--- config.mk ---
export PLATFORM = sky130hd
export DESIGN_NAME = like_wildcard_match
export DESIGN_NICKNAME = d
export VERILOG_FILES = /design/src/sv/lwm_pkg.sv /design/src/sv/lwm_front.sv /design/src/sv/lwm_queue.sv /design/src/sv/lwm_back.sv /design/src/sv/like_wildcard_match.sv
export SDC_FILE = /design/constraint.sdc
export NUM_CORES = 1
export LEC_CHECK = 0
export CAP_MARGIN = 10
export CORE_UTILIZATION = 40
export DETAILED_ROUTE_END_ITERATION = 6
export DONT_BUFFER_PORTS = 1
export SYNTH_ARGS = -nofsm -noshare
export SYNTH_HDL_FRONTEND = slang
export SYNTH_SLANG_ARGS = --single-unit
--- constraint.sdc ---
create_clock -name clk -period 4.85 [get_ports clk]
set_clock_uncertainty 0.15 [all_clocks]
set_input_delay 0.2425 -clock clk [delete_from_list [all_inputs] [get_ports clk]]
set_output_delay 0.2425 -clock clk [all_outputs]
set_load 0.005 [all_outputs]
--- src/sv/lwm_pkg.sv ---
`default_nettype none

package lwm_pkg;

  typedef enum logic [1:0] {
    CMD_CLEAR  = 2'd0,
    CMD_APPEND = 2'd1,
    CMD_TEXT   = 2'd2,
    CMD_END    = 2'd3
  } cmd_t;

  localparam logic [7:0] WILD_ONE = 8'h5F;
  localparam logic [7:0] WILD_ANY = 8'h25;

  typedef struct packed {
    logic [1:0] cmd;
    logic [7:0] data_byte;
  } in_t;

  typedef struct packed {
    logic matched;
    logic status;
  } out_t;

  typedef struct packed {
    cmd_t       op;
    logic [7:0] data;
  } op_t;

endpackage

`default_nettype wire

--- src/sv/lwm_front.sv ---
`default_nettype none

module lwm_front
  import lwm_pkg::*;
(
  input  wire  logic clk,
  input  wire  logic rst,
  input  wire  logic cmd_valid,
  output logic       cmd_stall,
  input  wire  in_t  cmd_item,
  output logic       push,
  output op_t        push_op,
  input  wire  logic q_full
);

  logic hold_valid;
  op_t  hold_op;
  cmd_t kind;

  assign kind = cmd_t'(cmd_item.cmd);

  assign cmd_stall = hold_valid & q_full;
  assign push      = hold_valid & ~q_full;
  assign push_op   = hold_op;

  always_ff @(posedge clk) begin
    if (rst) begin
      hold_valid <= 1'b0;
    end else if (!cmd_stall) begin
      hold_valid <= cmd_valid;
    end
  end

  always_ff @(posedge clk) begin
    if (!cmd_stall && cmd_valid) begin
      hold_op.op   <= kind;
      hold_op.data <= cmd_item.data_byte;
    end
  end

endmodule

`default_nettype wire

--- src/sv/lwm_queue.sv ---
`default_nettype none

module lwm_queue
  import lwm_pkg::*;
(
  input  wire  logic clk,
  input  wire  logic rst,
  input  wire  logic push,
  input  wire  op_t  push_op,
  output logic       full,
  output logic       pop_valid,
  output op_t        pop_op,
  input  wire  logic pop
);

  op_t        slots [2];
  logic       wr_ptr;
  logic       rd_ptr;
  logic [1:0] count;

  assign full      = (count == 2'd2);
  assign pop_valid = (count != 2'd0);
  assign pop_op    = slots[rd_ptr];

  always_ff @(posedge clk) begin
    if (rst) begin
      wr_ptr <= 1'b0;
      rd_ptr <= 1'b0;
      count  <= 2'd0;
    end else begin
      if (push) begin
        wr_ptr <= ~wr_ptr;
      end
      if (pop) begin
        rd_ptr <= ~rd_ptr;
      end
      unique case ({push, pop})
        2'b10:   count <= count + 2'd1;
        2'b01:   count <= count - 2'd1;
        default: count <= count;
      endcase
    end
  end

  always_ff @(posedge clk) begin
    if (push) begin
      slots[wr_ptr] <= push_op;
    end
  end

endmodule

`default_nettype wire

--- src/sv/lwm_back.sv ---
`default_nettype none

module lwm_back
  import lwm_pkg::*;
#(
  parameter int PATTERN_MAX = 32
) (
  input  wire  logic clk,
  input  wire  logic rst,
  input  wire  logic op_valid,
  input  wire  op_t  op,
  output logic       op_pop,
  output logic       res_valid,
  input  wire  logic res_stall,
  output out_t       res_item
);

  localparam int N      = PATTERN_MAX;
  localparam int LEVELS = $clog2(N + 1);

  logic [7:0]   pat [N];
  logic [N-1:0] used;
  logic [N-1:0] used_next;
  logic         ovf;
  logic         ovf_next;
  logic [N:0]   active;
  logic [N:0]   active_next;

  logic [N-1:0] pct;
  logic [N-1:0] pct_next;
  logic [N-1:0] hit;
  logic [N-1:0] wr_en;
  logic [N-1:0] live;
  logic [N:0]   used_ext;
  logic [N:0]   len_hot;
  logic [N:0]   step;
  logic [N:0]   seed;
  logic [N:0]   tprop;
  logic [N:0]   closed;
  logic [N:0]   t_acc;
  logic         res_free;
  logic         do_op;
  logic         wild_new;

  assign res_free = ~res_valid | ~res_stall;
  assign op_pop   = op_valid & ((op.op != CMD_END) | res_free);
  assign do_op    = op_pop;
  assign wild_new = (op.data == WILD_ANY);

  assign used_ext = {used, 1'b1};
  assign len_hot  = used_ext & ~{1'b0, used};
  assign live     = active[N-1:0] & used;

  always_comb begin
    for (int i = 0; i < N; i++) begin
      pct[i]      = (pat[i] == WILD_ANY);
      hit[i]      = (pat[i] == WILD_ONE) | (pat[i] == op.data);
      pct_next[i] = wr_en[i] ? wild_new : pct[i];
    end
  end

  assign wr_en = (do_op && op.op == CMD_APPEND) ? len_hot[N-1:0] : '0;

  always_comb begin
    used_next = used;
    ovf_next  = ovf;
    if (do_op) begin
      unique case (op.op)
        CMD_CLEAR: begin
          used_next = '0;
          ovf_next  = 1'b0;
        end
        CMD_APPEND: begin
          if (used[N-1]) begin
            ovf_next = 1'b1;
          end else begin
            used_next = used_ext[N-1:0];
          end
        end
        default: begin
          used_next = used;
        end
      endcase
    end
  end

  // one text step: percent holds its position, other lanes advance on a hit
  assign step  = {1'b0, live & pct} | {live & ~pct & hit, 1'b0};
  assign seed  = (op.op == CMD_TEXT) ? step : {{N{1'b0}}, 1'b1};
  assign tprop = {used_next & pct_next, 1'b0};

  // prefix closure over runs of percent signs
  always_comb begin
    closed = seed;
    t_acc  = tprop;
    for (int k = 0; k < LEVELS; k++) begin
      closed = closed | ((closed << (1 << k)) & t_acc);
      t_acc  = t_acc & (t_acc << (1 << k));
    end
  end

  assign active_next = do_op ? closed : active;

  always_ff @(posedge clk) begin
    if (rst) begin
      used      <= '0;
      ovf       <= 1'b0;
      active    <= {{N{1'b0}}, 1'b1};
      res_valid <= 1'b0;
    end else begin
      used   <= used_next;
      ovf    <= ovf_next;
      active <= active_next;
      if (do_op && op.op == CMD_END) begin
        res_valid <= 1'b1;
      end else if (!res_stall) begin
        res_valid <= 1'b0;
      end
    end
  end

  always_ff @(posedge clk) begin
    if (do_op && op.op == CMD_END) begin
      res_item.matched <= ~ovf & (|(active & len_hot));
      res_item.status  <= ovf;
    end
  end

  always_ff @(posedge clk) begin
    for (int i = 0; i < N; i++) begin
      if (wr_en[i]) begin
        pat[i] <= op.data;
      end
    end
  end

endmodule

`default_nettype wire

--- src/sv/like_wildcard_match.sv ---
// SQL LIKE matcher with a streamed pattern and streamed text.
// cmd channel (cmd_valid / cmd_stall / cmd_item): one transaction per
// command: clear pattern, append pattern byte, text byte, end of text.
// res channel (res_valid / res_stall / res_item): one transaction for
// each end of text, carrying matched and status (1 = pattern overflow).
// Underscore matches any one byte, percent any run of bytes, others
// match exactly. Patterns longer than PATTERN_MAX bytes set overflow.
// Throughput: one command per cycle sustained while res_stall is low;
// each command, text bytes included, is applied by the back end with a
// bit-parallel position update and a log-depth percent closure.
// Path: a command is registered by the front end, passes a two-entry
// queue and is applied by the back end; each result is held in a
// result register when its end-of-text command is applied.
// When res_stall is high the result register holds; the queue keeps
// taking commands that produce no result, then fills and cmd_stall rises.
// Reset (rst, synchronous) empties the pattern, clears overflow, arms
// position zero and drops all pending transactions.
`default_nettype none

module like_wildcard_match
  import lwm_pkg::*;
#(
  parameter int PATTERN_MAX = 32
) (
  input  wire  logic clk,
  input  wire  logic rst,
  input  wire  logic cmd_valid,
  output logic       cmd_stall,
  input  wire  in_t  cmd_item,
  output logic       res_valid,
  input  wire  logic res_stall,
  output out_t       res_item
);

  logic push;
  op_t  push_op;
  logic q_full;
  logic pop_valid;
  op_t  pop_op;
  logic pop;

  lwm_front u_front (
    .clk       (clk),
    .rst       (rst),
    .cmd_valid (cmd_valid),
    .cmd_stall (cmd_stall),
    .cmd_item  (cmd_item),
    .push      (push),
    .push_op   (push_op),
    .q_full    (q_full)
  );

  lwm_queue u_queue (
    .clk       (clk),
    .rst       (rst),
    .push      (push),
    .push_op   (push_op),
    .full      (q_full),
    .pop_valid (pop_valid),
    .pop_op    (pop_op),
    .pop       (pop)
  );

  lwm_back #(
    .PATTERN_MAX (PATTERN_MAX)
  ) u_back (
    .clk       (clk),
    .rst       (rst),
    .op_valid  (pop_valid),
    .op        (pop_op),
    .op_pop    (pop),
    .res_valid (res_valid),
    .res_stall (res_stall),
    .res_item  (res_item)
  );

endmodule

`default_nettype wire

==> reports/metrics.cfg <==
[run_status]
status = complete, no violations

[synthesis]
syn_area_um2 = 19390
yosys_warnings = 0
syn-mean-instance-area_um2 = 11.17
async_flop_share = 0
synth-main-ff-cell = edfxtp_1
syn_inst = 1736
synth_edf_count = 288
syn_nets = 1751
yosysUniqueCellTypes = 96
ys_ff_latch = 361
yosysSeqAreaShare = 0.5214

[timing]
finalHoldViolations = 0
finalSetupViolations = 0
maxSlewViolCount = 0
tightestPinTransition_ns = 0.8937
post-route-period-util = 0.9042
final.min_clock_period_ns = 4.385
setup-tns-final_ns = 0
maxSlewHeadroom = 0.4030
fmaxAchievable_mhz = 228.0
rsz0062_at_grt = no

[power_and_ir_drop]
ir_drop_mv = 0.2741
total_leakage_power_uw = 0.006446
p_per_area_nw_per_um2 = 427.8

[worst_setup_path]
worstPathCellList = mux2_4, nor4_4, buf_4, a22oi_1, a21o_1, o32ai_1, a311o_1, o41ai_1, and2_1, or2_4, or3_1, o21ai_0
crit_family = simple AND/OR/NAND/NOR gates
crit_fanout = 12
r2r-end = u_back.active[32]
r2r_slack_ns = 0.46
worst-path-buf-inv = 1
slowest_delay_ns = 0.75
cp-start-kind = flip-flop
cp_slowest_cell = nor4_4
critPathCaptureType = flip-flop
cp.arrival_ns = 4.75
cp_data_required_time_ns = 5.21
rr_worst_depth = 12
critPathKind = flip-flop to flip-flop

[clock_network]
numCtsBuffers = 42
cts.path.max_buffers = 3
clk_latency_ns = 0.59
clk_pin_slew_ns = 0.06
clockRootBuffer = clkbuf_16
cts_setup_buffers = 0
clkSinkCount = 361
cts_tree = done
cts_max_level = 2

[grt]
grt_pass1_wl_um = 87420
grt_max_degree = 68
grt_pass1_vias = 14410
grtUsageTotal = 0.2318
antenna_found_initial = 0
overflow = 0

[worst_hold_path]
hold_start = cmd_item[4]
hold_depth = 1
min_path_type = primary input to flip-flop
whs_endpoint = u_front.push_op[4]

[finish]
final_common_cell = edfxtp_1
fin_area_um2 = 22120
diodes = 0
drive_above_1_share = 0.1321
nets = 1822
area_growth_pct = 14.08
fillCellCount = 4278
final_cell_mix = edfxtp_1, xnor2_1, nor2_1
fin_cells = 2454

[flow_run]
maxCapViolations = 0

[place]
hpwl_um = 38630
placedCellCount = 2363
placed_area_um2 = 20480
io_buffers = 0
place.gp.congestion = 0.9365

[routing]
drc = 0
vias_per_cell = 5.987
routedWlPerCell_um = 23.35
drtAntennaViolNets = 0
drt_iter0_markers = 1400
firstDrtPassIters = 5
routed_wl_um = 57310
vias = 14690

[floorplan]
die_w_um = 222.2
core_um2 = 47750
rows = 80
die_h_um = 222.2
io-pin-count = 18
floorplan.die_area_um2 = 49360
floorplan.initialDensity = 0.4061

worst reg2reg max path, cell delays in order (launching register included):
cell and delay (ns):
dfxtp_1 0.46, mux2_4 0.43, nor4_4 0.76, buf_4 0.34, a22oi_1 0.15, a21o_1 0.20
o32ai_1 0.62, a311o_1 0.21, o41ai_1 0.10, and2_1 0.20, or2_4 0.26, or3_1 0.35
o21ai_0 0.08
state kept, by name (all words and copies together) (netlist names), named ones only:
register	cells
u_back.used	32
u_queue.slots	20
u_front.hold_valid	1
u_queue.rd_ptr	1
u_back.res_valid	1
u_back.res_item	2
u_back.ovf	1
u_back.pat	256
u_queue.wr_ptr	1
u_back.active	33
u_queue.count	2
u_front.push_op	10
worst max path at each step:
stage | startpoint | end | slack, ns | depth (start not counted)
5_1_grt | flip-flop | u_back.active[30] | 0.25 | 12
6_report | flip-flop | u_back.active[32] | 0.46 | 12
4_1_cts | flip-flop | u_back.active[30] | 0.48 | 12
2_1_floorplan | flip-flop | u_back.active[32] | 0.75 | 13
3_3_place_gp | flip-flop | u_back.active[26] | 0.56 | 13
3_5_place_dp | flip-flop | u_back.active[26] | 0.56 | 13
cell families (layout without fill, tap and decap cells):
logic type,count (synthesis),after routing,synth area share
xor gates and xnor gates,259,259,0.1170
AOI/OAI and AO/OA,302,302,0.1109
and+or+nand+nor,686,686,0.2077
DFF,361,361,0.5214
adders and majority gates,1,1,0.0006452
buffers and inverters,110,213,0.02749
muxes,17,17,0.01491
metal layers:
layer  wire (um)  part of all wire  global-route usage
met2       26790              0.47              0.3808
met1       25410              0.44              0.3146
met5           0                 0                   0
met4        1402             0.024             0.06855
met3        3711             0.065             0.03703
cells in the mapped netlist, types with 11 or more instances:
cell type | number | share of area
a211oi_1 | 16 | 0.0062
a21o_1 | 14 | 0.0054
a21oi_1 | 64 | 0.017
a22oi_1 | 36 | 0.014
a31oi_1 | 14 | 0.0045
and2_1 | 15 | 0.0048
and3_1 | 11 | 0.0035
buf_2 | 23 | 0.0059
clkbuf_1 | 27 | 0.0052
dfxtp_1 | 73 | 0.075
edfxtp_1 | 288 | 0.45
inv_1 | 38 | 0.0074
nand2_1 | 113 | 0.022
nand2b_1 | 28 | 0.0090
nand3_1 | 51 | 0.013
nand3b_1 | 33 | 0.013
nand4_1 | 17 | 0.0055
nand4b_1 | 24 | 0.011
nor2_1 | 120 | 0.023
nor3_1 | 62 | 0.016
nor4_1 | 99 | 0.032
o21ai_0 | 51 | 0.013
or3_1 | 11 | 0.0035
or4b_2 | 26 | 0.013
xnor2_1 | 253 | 0.11
area by class of cell:
type                            count  area (um^2)  share of cell area
Sequential cell                   361        10110              0.4570
Multi-Input combinational cell   1265         8808              0.3982
Clock buffer                       45         1062             0.04802
Timing Repair Buffer               95        805.8             0.03643
Tap cell                          615        769.5             0.03479
Clock inverter                     31        406.6             0.01838
Inverter                           42        157.7            0.007127
timing repair:
item,4_1_cts,5_1_grt
hold buffers,15,0
gates resized for setup,0,0
endpoints found under the hold margin,89,0
where the power goes:
part / total (uW) / switching, uW / internal, uW
registers: 3850 / 199 / 3650
logic: 2220 / 1470 / 745
clock network: 3390 / 1320 / 2070
per-stage QoR:
stage	utilization	worst slack [ns]	power, uW	hold WS, ns
after CTS	0.4633	0.4770	9510	0.1052
after detailed placement	0.4290	0.5550	6101	0.1876
after global routing	0.4633	0.2487	9793	0.1248
after floorplan	-	0.7474	5275	0.1914
after global placement	0.4290	0.5624	6082	0.1888
final	0.4633	0.4646	9464	0.1296
Note: power is estimated with default switching activity, not from simulation.
